`config.mk`:
```
export PLATFORM = sky130hd
export DESIGN_NAME = telemetry_frame_serializer_core
export DESIGN_NICKNAME = d
export VERILOG_FILES = /design/src/sv/tfs_pkg.sv /design/src/sv/tfs_lane.sv /design/src/sv/tfs_merge.sv /design/src/sv/tfs_ser.sv /design/src/sv/telemetry_frame_serializer_core.sv
export SDC_FILE = /design/constraint.sdc
export NUM_CORES = 1
export LEC_CHECK = 0
export ABC_AREA = 1
export ABC_CLOCK_PERIOD_IN_PS = 8500
export BUFFER_PORTS_ARGS = -buffer_cell sky130_fd_sc_hd__buf_2
export CAP_MARGIN = 20
export CORE_MARGIN = 1.5
export CORE_UTILIZATION = 45
export DETAILED_ROUTE_END_ITERATION = 8
export PLACE_DENSITY_LB_ADDON = 0.12
export SLEW_MARGIN = 20
export SYNTH_ARGS = -nofsm -noshare
export SYNTH_HDL_FRONTEND = slang
export SYNTH_SLANG_ARGS = --single-unit
```
`constraint.sdc`:
```
create_clock -name aclk -period 8.5 [get_ports aclk]
set_input_delay 0 -clock aclk [delete_from_list [all_inputs] [get_ports aclk]]
set_output_delay 0 -clock aclk [all_outputs]
set_load 0.1 [all_outputs]
```
`src/sv/tfs_pkg.sv`:
```
package tfs_pkg;

    localparam int NumValues    = 9;
    localparam int NumAttValues = 6;

    localparam logic [7:0] SyncByte0   = 8'hA5;
    localparam logic [7:0] SyncByte1   = 8'h5A;
    localparam logic [7:0] LenAtt      = 8'd16;
    localparam logic [7:0] LenMotion   = 8'd22;
    localparam logic [7:0] TypeAtt     = 8'hA1;
    localparam logic [7:0] TypeMotion  = 8'hA2;
    localparam logic [7:0] TailByte    = 8'hAA;

    // byte positions inside a frame
    localparam logic [4:0] PosSync1    = 5'd1;
    localparam logic [4:0] PosLen      = 5'd2;
    localparam logic [4:0] PosType     = 5'd3;
    localparam logic [4:0] PosData     = 5'd4;
    localparam logic [4:0] PosLastAtt  = 5'd17;
    localparam logic [4:0] PosLastMot  = 5'd23;

    typedef logic [15:0] word_t;

    typedef struct packed {
        logic                          kind;
        logic [7:0]                    checksum;
        logic [NumValues-1:0][15:0]    words;
    } frame_t;

    // two's complement to sign-magnitude, most negative value saturates
    function automatic word_t to_sign_mag(input word_t raw);
        word_t mag;
        begin
            mag = 16'h0000 - raw;
            if (!raw[15]) begin
                to_sign_mag = raw;
            end else if (raw == 16'h8000) begin
                to_sign_mag = 16'hFFFF;
            end else begin
                to_sign_mag = {1'b1, mag[14:0]};
            end
        end
    endfunction

endpackage

```
`src/sv/tfs_lane.sv`:
```
module tfs_lane (
    input  logic               aclk,
    input  logic               load,
    input  logic               used,
    input  logic signed [15:0] value,
    output tfs_pkg::word_t     sm_word,
    output logic [7:0]         byte_sum
);

    tfs_pkg::word_t sm_next;
    tfs_pkg::word_t sm_reg;
    logic [7:0]     sum_next;
    logic [7:0]     sum_reg;

    // unused lanes latch zero, which also adds nothing to the checksum
    always_comb begin
        sm_next  = used ? tfs_pkg::to_sign_mag(tfs_pkg::word_t'(value)) : '0;
        sum_next = sm_next[15:8] + sm_next[7:0];
    end

    always_ff @(posedge aclk) begin
        if (load) begin
            sm_reg  <= sm_next;
            sum_reg <= sum_next;
        end
    end

    assign sm_word  = sm_reg;
    assign byte_sum = sum_reg;

endmodule

```
`src/sv/tfs_merge.sv`:
```
module tfs_merge (
    input  logic                                   kind,
    input  logic [tfs_pkg::NumValues-1:0][15:0]    words,
    input  logic [tfs_pkg::NumValues-1:0][7:0]     lane_sums,
    output tfs_pkg::frame_t                        frame
);

    logic [7:0] header_sum;
    logic [7:0] group0;
    logic [7:0] group1;
    logic [7:0] group2;

    // adder tree over the lane partial sums
    always_comb begin
        header_sum = kind ? (tfs_pkg::LenMotion + tfs_pkg::TypeMotion)
                          : (tfs_pkg::LenAtt + tfs_pkg::TypeAtt);
        group0 = lane_sums[0] + lane_sums[1] + lane_sums[2];
        group1 = lane_sums[3] + lane_sums[4] + lane_sums[5];
        group2 = lane_sums[6] + lane_sums[7] + lane_sums[8];
        frame.kind     = kind;
        frame.words    = words;
        frame.checksum = (header_sum + group0) + (group1 + group2);
    end

endmodule

```
`src/sv/tfs_ser.sv`:
```
module tfs_ser (
    input  logic            aclk,
    input  logic            aresetn,
    input  logic            load_valid,
    input  tfs_pkg::frame_t frame_in,
    output logic            load_ready,
    output logic            m_tvalid,
    input  logic            m_tready,
    output logic [7:0]      m_tdata,   // out_byte[7:0]
    output logic            m_tlast
);

    logic            busy_reg;
    logic            busy_next;
    logic [4:0]      pos_reg;
    logic [4:0]      pos_next;
    tfs_pkg::frame_t frame_reg;
    logic [4:0]      last_pos;
    logic [4:0]      data_off;
    logic [3:0]      word_idx;
    tfs_pkg::word_t  word_sel;
    logic            take;

    assign last_pos   = frame_reg.kind ? tfs_pkg::PosLastMot : tfs_pkg::PosLastAtt;
    assign take       = busy_reg && m_tready;
    assign load_ready = !busy_reg || (m_tready && (pos_reg == last_pos));
    assign data_off   = pos_reg - tfs_pkg::PosData;
    assign word_idx   = data_off[4:1];

    always_comb begin
        word_sel = '0;
        for (int i = 0; i < tfs_pkg::NumValues; i++) begin
            if (word_idx == 4'(i)) word_sel = frame_reg.words[i];
        end
    end

    always_comb begin
        if (pos_reg == last_pos) begin
            m_tdata = tfs_pkg::TailByte;
        end else if (pos_reg == last_pos - 5'd1) begin
            m_tdata = frame_reg.checksum;
        end else if (pos_reg >= tfs_pkg::PosData) begin
            m_tdata = data_off[0] ? word_sel[7:0] : word_sel[15:8];
        end else if (pos_reg == tfs_pkg::PosType) begin
            m_tdata = frame_reg.kind ? tfs_pkg::TypeMotion : tfs_pkg::TypeAtt;
        end else if (pos_reg == tfs_pkg::PosLen) begin
            m_tdata = frame_reg.kind ? tfs_pkg::LenMotion : tfs_pkg::LenAtt;
        end else if (pos_reg == tfs_pkg::PosSync1) begin
            m_tdata = tfs_pkg::SyncByte1;
        end else begin
            m_tdata = tfs_pkg::SyncByte0;
        end
    end

    assign m_tvalid = busy_reg;
    assign m_tlast  = (pos_reg == last_pos);

    always_comb begin
        busy_next = busy_reg;
        pos_next  = pos_reg;
        if (load_ready) begin
            busy_next = load_valid;
            pos_next  = '0;
        end else if (take) begin
            pos_next = pos_reg + 5'd1;
        end
    end

    always_ff @(posedge aclk) begin
        if (!aresetn) begin
            busy_reg <= 1'b0;
            pos_reg  <= '0;
        end else begin
            busy_reg <= busy_next;
            pos_reg  <= pos_next;
        end
    end

    always_ff @(posedge aclk) begin
        if (load_ready && load_valid) frame_reg <= frame_in;
    end

    a_last_is_tail: assert property (@(posedge aclk) disable iff (!aresetn)
        m_tvalid && m_tlast |-> m_tdata == tfs_pkg::TailByte)
        else $error("tlast on a byte other than the tail");

    a_pos_bound: assert property (@(posedge aclk) disable iff (!aresetn)
        busy_reg |-> pos_reg <= tfs_pkg::PosLastMot)
        else $error("byte position past the longest frame");

    a_back_to_back: assert property (@(posedge aclk) disable iff (!aresetn)
        m_tvalid && m_tready && m_tlast && load_valid
        |=> m_tvalid && m_tdata == tfs_pkg::SyncByte0)
        else $error("queued frame did not start right after the tail");

    a_idle_pos: assert property (@(posedge aclk) disable iff (!aresetn)
        !busy_reg |-> pos_reg == 5'd0)
        else $error("byte position not cleared while idle");

endmodule

```
`src/sv/telemetry_frame_serializer_core.sv`:
```
// Telemetry frame serializer: each input transaction is one report request (tuser
// selects attitude, 6 values, or motion, 9 values) and comes out as an 18- or 24-byte
// frame, one byte per output transaction: A5 5A, length, type, each value as two
// big-endian sign-magnitude bytes, an additive checksum, then AA with tlast set.
// Nine conversion lanes turn the values to sign-magnitude and form per-lane byte sums
// in one registered stage; an adder tree merges those into the checksum as the frame
// is handed to the byte serializer. A request is taken while the previous frame is
// still going out, so frames leave back to back, at a rate set by the output port,
// which moves one byte per cycle while m_tready is high. A request passes the lane
// registers, then the serializer's frame register, before its first byte goes out.
module telemetry_frame_serializer_core (
    input  logic         aclk,
    input  logic         aresetn,
    input  logic         s_tvalid,
    output logic         s_tready,
    input  logic [143:0] s_tdata,   // value_0 .. value_8, 16 bits each, value_0 lowest
    input  logic [0:0]   s_tuser,   // func
    output logic         m_tvalid,
    input  logic         m_tready,
    output logic [7:0]   m_tdata,   // out_byte
    output logic         m_tlast
);

    // lane stage control
    logic                                    lane_valid_reg;
    logic                                    lane_valid_next;
    logic                                    kind_reg;
    logic                                    s_take;
    logic                                    ser_ready;
    logic [tfs_pkg::NumValues-1:0][15:0]     lane_words;
    logic [tfs_pkg::NumValues-1:0][7:0]      lane_sums;
    tfs_pkg::frame_t                         frame;

    // lane stage frees up when its request moves into the serializer
    assign s_tready = !lane_valid_reg || ser_ready;
    assign s_take   = s_tvalid && s_tready;

    always_comb begin
        lane_valid_next = lane_valid_reg;
        if (s_take) begin
            lane_valid_next = 1'b1;
        end else if (ser_ready) begin
            lane_valid_next = 1'b0;
        end
    end

    always_ff @(posedge aclk) begin
        if (!aresetn) begin
            lane_valid_reg <= 1'b0;
        end else begin
            lane_valid_reg <= lane_valid_next;
        end
    end

    always_ff @(posedge aclk) begin
        if (s_take) kind_reg <= s_tuser[0];
    end

    // one conversion lane per value; the last three only run for motion frames
    for (genvar g = 0; g < tfs_pkg::NumValues; g++) begin : g_lane
        tfs_lane u_lane (
            .aclk     (aclk),
            .load     (s_take),
            .used     ((g < tfs_pkg::NumAttValues) || s_tuser[0]),
            .value    (s_tdata[g*16 +: 16]),
            .sm_word  (lane_words[g]),
            .byte_sum (lane_sums[g])
        );
    end

    // checksum merge across lanes
    tfs_merge u_merge (
        .kind      (kind_reg),
        .words     (lane_words),
        .lane_sums (lane_sums),
        .frame     (frame)
    );

    // byte serializer with its own frame register
    tfs_ser u_ser (
        .aclk       (aclk),
        .aresetn    (aresetn),
        .load_valid (lane_valid_reg),
        .frame_in   (frame),
        .load_ready (ser_ready),
        .m_tvalid   (m_tvalid),
        .m_tready   (m_tready),
        .m_tdata    (m_tdata),
        .m_tlast    (m_tlast)
    );

endmodule
```
==> results_dict.tcl, run 1 <==
set metrics [dict create \
    hold_viol 0 \
    chipHeight_um 219 \
    num_vias 15600 \
    cap_violations 0 \
    die-area_um2 48200 \
    synthCells 2128 \
    drc 0 \
    synth_edf_count 370 \
    p_int_w 0.00443 \
    setup_slack_ns 3.83 \
    yosysUniqueCellTypes 42 \
    critPathMaxFanout 23 \
    place_congestion 0.865 \
    slew_violations 0 \
    finalCritPeriodShare_pct 54.9 \
    h-tree-depth 2 \
    yosysTopAreaCell "edfxtp_1" \
    grt_pass1_wl_mm 83.0 \
    antenna_found_initial 1 \
    totalWireLength_mm 54.4 \
    finalSetupViolCount 0 \
    grt_start_max_net_pins 154 \
    netSwitchingFraction_pct 32.8 \
    ys_seq_area_share_pct 53.4 \
    yosysTopAreaCellShare_pct 52.7 \
    first_iter_violations 1139 \
    finalCriticalPeriod_ns 4.67 \
    synth_warnings 0 \
    netlist_area_um2 21100 \
    tns_ns 0 \
    pin_count 160 \
    cts_sinks 377 \
    layout_commonest_cell "nand2_1" \
    syn_nets 2425 \
    drive_gt1_share_pct 12.0 \
    largest_reg_flops 153 \
    pre_cts_ws_ns 3.93 \
    max_freq_ghz 0.214 \
    cp.arrival_ns 4.67 \
    critPathTopFamily "simple AND/OR/NAND/NOR gates" \
    area_growth_pct 20.1 \
    path_cells "inv_2 -> ha_1 -> inv_2 -> nor2_2 -> nand3_2 -> o21ai_0 -> inv_1 -> nand3_1 -> nand3_1 -> a21oi_1 -> buf_2" \
    cpPeakStageDelay_ns 0.67 \
    critPathLaunchType "flip-flop" \
    wl_per_cell_um 17.7 \
    die_w_um 219 \
    core_region_area_um2 46400 \
    status "complete, no violations" \
    fin_skew_ns 0.0168 \
    fin_nets 2741 \
    dp_hpwl_mm 40.2 \
    relSlewSlack_pct 34.0 \
    viasPerCell 5.06 \
    grt_overflow_total 0 \
    postSynthAreaPerCell_um2 9.91 \
    crit_required_ns 8.50 \
    worst_pin_slew_ns 0.990 \
    power_switching_w 0.00217 \
    clkTransAtPathRegs_ns 0.06 \
    clk_path_buf_depth 3 \
    diodes 0 \
    rsz0062_at_grt "no" \
    min_path_type "in -> reg" \
    start_util_pct 45.5 \
    power_frac_clock_pct 26.9 \
    cts_tree "yes" \
    detailedRoute.firstPassIterationCount 7 \
    synthArstFlopShare_pct 0 \
    ant_nets 0 \
    layout_common_cells "380 x nand2_1, 370 x edfxtp_1, 339 x inv_1" \
    cts_buffers 43 \
    power_leakage_nw 11.1 \
    synth-seq-cells 377 \
    grt_pass1_vias 14800 \
    slowest_stage "ha_1" \
    criticalPathCategory "reg -> out" \
    pwr-share-comb_pct 36.0 \
    critPathCaptureType "output pin" \
    power.density_nw_per_um2 261 \
    ys.flop_type "edfxtp_1" \
    cts_root_buf "clkbuf_16" \
    yosys-top-cells-area "edfxtp_1 53%, nand2_1 6.8%, inv_1 6.1%" \
    irDropWorstVdd_mv 0.433 \
    critPathBufInv 4 \
    fp-row-count 79 \
    portBuffers 159 \
    clock_latency_ns 0.56 \
    globalRouteTotalUtil_pct 22.8 \
    share_seq_of_total_power_pct 37.1 \
]
cell type report:
cell class	count	area, µm²
clock inverter	25	195
clock buffer	51	1150
multi-input combinational	1360	8340
tap	607	759
timing repair buffer	309	2300
sequential	377	11300
fill	4085	21000
inverter	353	1330
repair_timing:
| item | CTS | global route |
|---|---|---|
| resized for setup | 0 | 0 |
| endpoints found under the hold margin | 140 | 0 |
| buffers inserted | 0 | 0 |
| hold buffers | 145 | 0 |
routing by layer:
layer	vias up	track usage [%]	routed length, µm
li1	7748	-	-
met1	7424	32.3	25200
met2	366	37.2	25500
met3	69	2.37	2520
met4	0	6.71	1300
met5	-	0	0
final timing paths:
check,from,end,slack [ns],cells after the start
max,u_ser.pos_reg[2],m_tdata[2],3.83,11
min reg2reg,g_lane[7].u_lane.sm_word[10],u_ser.frame_reg[122],0.41,0
min,s_tdata[104],g_lane[6].u_lane.sm_word[8],0.02,5
max reg2reg,g_lane[2].u_lane.byte_sum[4],u_ser.frame_reg[151],3.94,18
cell families after synthesis:
kind of cell / count (synthesis) / synth area share (%)
xor gates and xnor gates: 104 / 4.32
DFF: 377 / 53.4
and+or+nand+nor: 849 / 18.0
buffers and inverters: 391 / 7.10
AOI/OAI and AO/OA: 259 / 6.48
adders and majority gates: 148 / 10.7
worst reg2reg max path: stages, from the launching register on:
cell and delay (ns):
edfxtp_1 0.39, fa_1 0.54, inv_1 0.05, fa_1 0.48, fa_1 0.52, fa_1 0.54, inv_1 0.05, fa_1 0.45
ha_1 0.36, a21oi_1 0.16, nand2_1 0.09, a21oi_1 0.14, inv_1 0.05, a21oi_1 0.16, inv_1 0.06, nand2_1 0.08
nand3_1 0.08, nand2_1 0.07, inv_1 0.04
through the flow:
stage	utilization [%]	power, W	instances	instance area (µm²)	hold slack, ns
finish	54.6	0.00660	3082	25300	0.0218
CTS	54.6	0.00670	3082	25300	0.00260
global route	54.6	0.00711	3082	25300	0.0525
floorplan	-	0.00426	2128	21100	0.0989
global placement	48.6	0.00482	2861	22500	0.256
detailed placement	48.6	0.00485	2861	22500	0.259
Yosys cell counts (all sizes together) (8+ instances only):
cell type and n:
nand2 385, edfxtp 370, inv 350, nand3 170, nor2 163, o21ai 123, a21oi 100, ha 94
xor2 84, fa 54, nor3 42, or2 40, nand4 28, clkbuf 24, xnor2 20, a31oi 14
buf 14, nand3b 14, o21bai 8
power groups by stage:
stage	clock network, W	logic (W)	registers [W]
floorplan	0	0.00179	0.00248
global placement	0	0.00234	0.00248
detailed placement	0	0.00236	0.00249
CTS	0.00182	0.00243	0.00245
global route	0.00188	0.00277	0.00246
finish	0.00178	0.00237	0.00245
(Power assumes the default switching activity.)
==> run 2, diff against run 1 <==
--- a/config.mk
+++ b/config.mk
@@ -5,8 +5,8 @@
 export SDC_FILE = /design/constraint.sdc
 export NUM_CORES = 1
 export LEC_CHECK = 0
-export ABC_AREA = 1
-export ABC_CLOCK_PERIOD_IN_PS = 8500
+export ABC_AREA = 0
+export ABC_CLOCK_PERIOD_IN_PS = 3790
 export BUFFER_PORTS_ARGS = -buffer_cell sky130_fd_sc_hd__buf_2
 export CAP_MARGIN = 20
 export CORE_MARGIN = 1.5
==> constraint.sdc (replaced) <==
create_clock -name aclk -period 3.79 [get_ports aclk]
set_input_delay 0 -clock aclk [delete_from_list [all_inputs] [get_ports aclk]]
set_output_delay 0 -clock aclk [all_outputs]
set_load 0.1 [all_outputs]
==> run 2 against run 1 <==
  * The flow now finishes with violations (setup timing)
  * Core utilization increased by 3.3 points
  * Power grew to 2.7 times the previous value
  * Register-to-register slack lost 4.1 ns
  * Clock power increased by 130%
  * Routed wire length increased by 4.4%
  * Sequential power grew 130%
  * Critical endpoint is now u_ser.frame_reg[151]
==> results_dict.tcl, run 2 <==
set metrics [dict create \
    irDropWorstVdd_mv 1.69 \
    yosysTopAreaCell "edfxtp_1" \
    layout_common_cells "370 x edfxtp_1, 157 x nand2_1, 150 x buf_2" \
    ys_seq_area_share_pct 54.1 \
    antenna_found_initial 2 \
    grt_util_met2_pct 37.4 \
    clkTransAtPathRegs_ns 0.06 \
    die_w_um 218 \
    power.density_nw_per_um2 669 \
    p_int_w 0.0120 \
    critPathMaxFanout 3 \
    yosysTopAreaCellShare_pct 53.4 \
    detailedRoute.firstPassIterationCount 5 \
    start_util_pct 45.7 \
    cts_buffers 41 \
    dp_cells 2536 \
    layout_commonest_cell "edfxtp_1" \
    synth_warnings 0 \
    clock_latency_ns 0.57 \
    grt_pass1_vias 14600 \
    cts_root_buf "clkbuf_16" \
    fin_nets 2418 \
    rr_startpoint "g_lane[8].u_lane.byte_sum[3]" \
    synthArstFlopShare_pct 0 \
    wl_per_cell_um 20.6 \
    nFillCells 3808 \
    chipHeight_um 218 \
    grt_pass1_wl_mm 84.8 \
    totalWireLength_mm 56.8 \
    fp-row-count 78 \
    finalCriticalPeriod_ns 3.95 \
    whs_ns 0.0234 \
    grtUsageMet3_pct 4.20 \
    violations "setup timing" \
    hold_viol 0 \
    power_switching_w 0.00560 \
    criticalPathCategory "reg -> reg" \
    largest_reg_flops 153 \
    ys_top_cells_by_count "370 x edfxtp_1, 159 x nand2_1, 132 x inv_1" \
    worst_pin_slew_ns 0.889 \
    syn_nets 2023 \
    drive_gt1_share_pct 20.3 \
    clk_path_buf_depth 3 \
    place_congestion 0.932 \
    die-area_um2 47500 \
    max_freq_ghz 0.253 \
    relSlewSlack_pct 40.6 \
    num_vias 14800 \
    finalPower_w 0.0176 \
    cts_sinks 377 \
    pwr-share-comb_pct 44.9 \
    globalRouteTotalUtil_pct 24.0 \
    yosysUniqueCellTypes 77 \
    grt_use_met1_pct 33.8 \
    min_path_type "in -> reg" \
    pin_count 160 \
    share_seq_of_total_power_pct 31.9 \
    yosys-top-cells-area "edfxtp_1 53%, ha_1 5.7%, fa_1 5.2%" \
    ant_nets 0 \
    critPathLaunchType "flip-flop" \
    finalSetupViolCount 4 \
    stdcell_area_um2 26300 \
    power_leakage_nw 10.3 \
    cp.arrival_ns 4.25 \
    cp-startpoint "g_lane[8].u_lane.byte_sum[3]" \
    portBuffers 159 \
    busiest_layer "met2" \
    dp_hpwl_mm 42.2 \
    cap_violations 0 \
    first_iter_violations 1172 \
    grt_start_max_net_pins 81 \
    critPathCaptureType "flip-flop" \
    synthCells 1726 \
    fin_skew_ns 0.0247 \
    synth-seq-cells 377 \
    crit_required_ns 4.09 \
    cts_tree "yes" \
    hold_path_depth 4 \
    setup_slack_ns -0.159 \
    pre_cts_ws_ns -0.425 \
    rsz0062_at_grt "yes" \
    netSwitchingFraction_pct 31.7 \
    area_growth_pct 26.6 \
    synth_edf_count 370 \
    postSynthAreaPerCell_um2 12.1 \
    status "finished, violations left" \
    netlist_area_um2 20800 \
    ys.flop_type "edfxtp_1" \
    h-tree-depth 2 \
    drc 0 \
    synth_most_common_cell "edfxtp_1" \
    placed_cell_area_um2 23300 \
    rr_worst_depth 11 \
    reg2reg_slack_ns -0.16 \
    reg2reg_to "u_ser.frame_reg[151]" \
    diodes 0 \
    core_region_area_um2 45500 \
    stdcell_count 2753 \
    grt_overflow_total 0 \
    finalCritPeriodShare_pct 104 \
    viasPerCell 5.39 \
    slew_violations 0 \
    power_frac_clock_pct 23.2 \
    worstSetupEndpoint "u_ser.frame_reg[151]" \
]
==> run 2: repair_timing <==
| action | 4_1_cts | 5_1_grt |
|---|---|---|
| resized for setup | 4 | 71 |
| hold endpoints to repair | 123 | 0 |
| pin swaps | 0 | 22 |
| hold buffers | 137 | 0 |
| buffers inserted | 0 | 7 |
| endpoints found under the setup margin | 7 | 30 |
==> run 2: kinds of logic after synthesis <==
kind of cell               Yosys count  share of synthesized area, %
muxes                               26                          2.01
xor gates and xnor gates           166                          6.99
adders and majority gates          148                          10.8
buffers and inverters              200                          3.72
and+or+nand+nor                    473                          11.2
AOI/OAI and AO/OA                  336                          11.2
DFF                                377                          54.1
==> run 2: power groups by stage <==
stage / registers, W / clock network (W) / logic, W
2_1_floorplan: 0.00563 / 0 / 0.00503
3_3_place_gp: 0.00571 / 0 / 0.00717
3_5_place_dp: 0.00572 / 0 / 0.00735
4_1_cts: 0.00563 / 0.00418 / 0.00756
5_1_grt: 0.00566 / 0.00434 / 0.00875
6_report: 0.00563 / 0.00409 / 0.00791
==> run 2: routing by layer <==
metal | share of wire, % | wire, µm | vias up
met2 | 46 | 26400 | 391
met3 | 5.6 | 3170 | 91
met1 | 45 | 25600 | 7305
met5 | 0.037 | 21 | -
li1 | - | - | 7050
met4 | 2.9 | 1630 | 4
==> run 2: critical path: stages (launching register included) <==
cell      delay (ns)
edfxtp_1        0.41
fa_1            0.57
fa_1            0.44
fa_1            0.57
fa_1            0.43
fa_1            0.54
ha_4            0.23
a21oi_2         0.12
nor2_1          0.05
nor2_1          0.12
o21ai_1         0.09
xnor2_1         0.12
==> run 2: how the worst min path moves through the flow <==
stage | end | from
after global routing | g_lane[1].u_lane.sm_word[3] | s_tdata[17]
final | g_lane[6].u_lane.sm_word[0] | s_tdata[96]
after detailed placement | u_ser.m_tvalid | aresetn
after global placement | u_ser.m_tvalid | aresetn
after CTS | g_lane[0].u_lane.sm_word[1] | s_tdata[1]
after floorplan | g_lane[0].u_lane.sm_word[15] | s_tdata[15]
==> run 2: cell type report <==
type | count | area [µm²] | area share (%)
clock inverter | 27 | 279 | 1.06
clock buffer | 48 | 1090 | 4.16
sequential | 377 | 11300 | 42.7
inverter | 137 | 514 | 1.95
tap | 600 | 751 | 2.85
timing repair buffer | 415 | 3250 | 12.4
multi-input combinational | 1149 | 9190 | 34.9
==> run 2: metrics by stage <==
stage | util, % | TNS [ns]
after floorplan | - | -77.66
after global placement | 51.2 | -1.05
after detailed placement | 51.2 | -1.43
after CTS | 57.3 | -0.519
after global routing | 57.9 | -1.13
final | 57.9 | -0.437
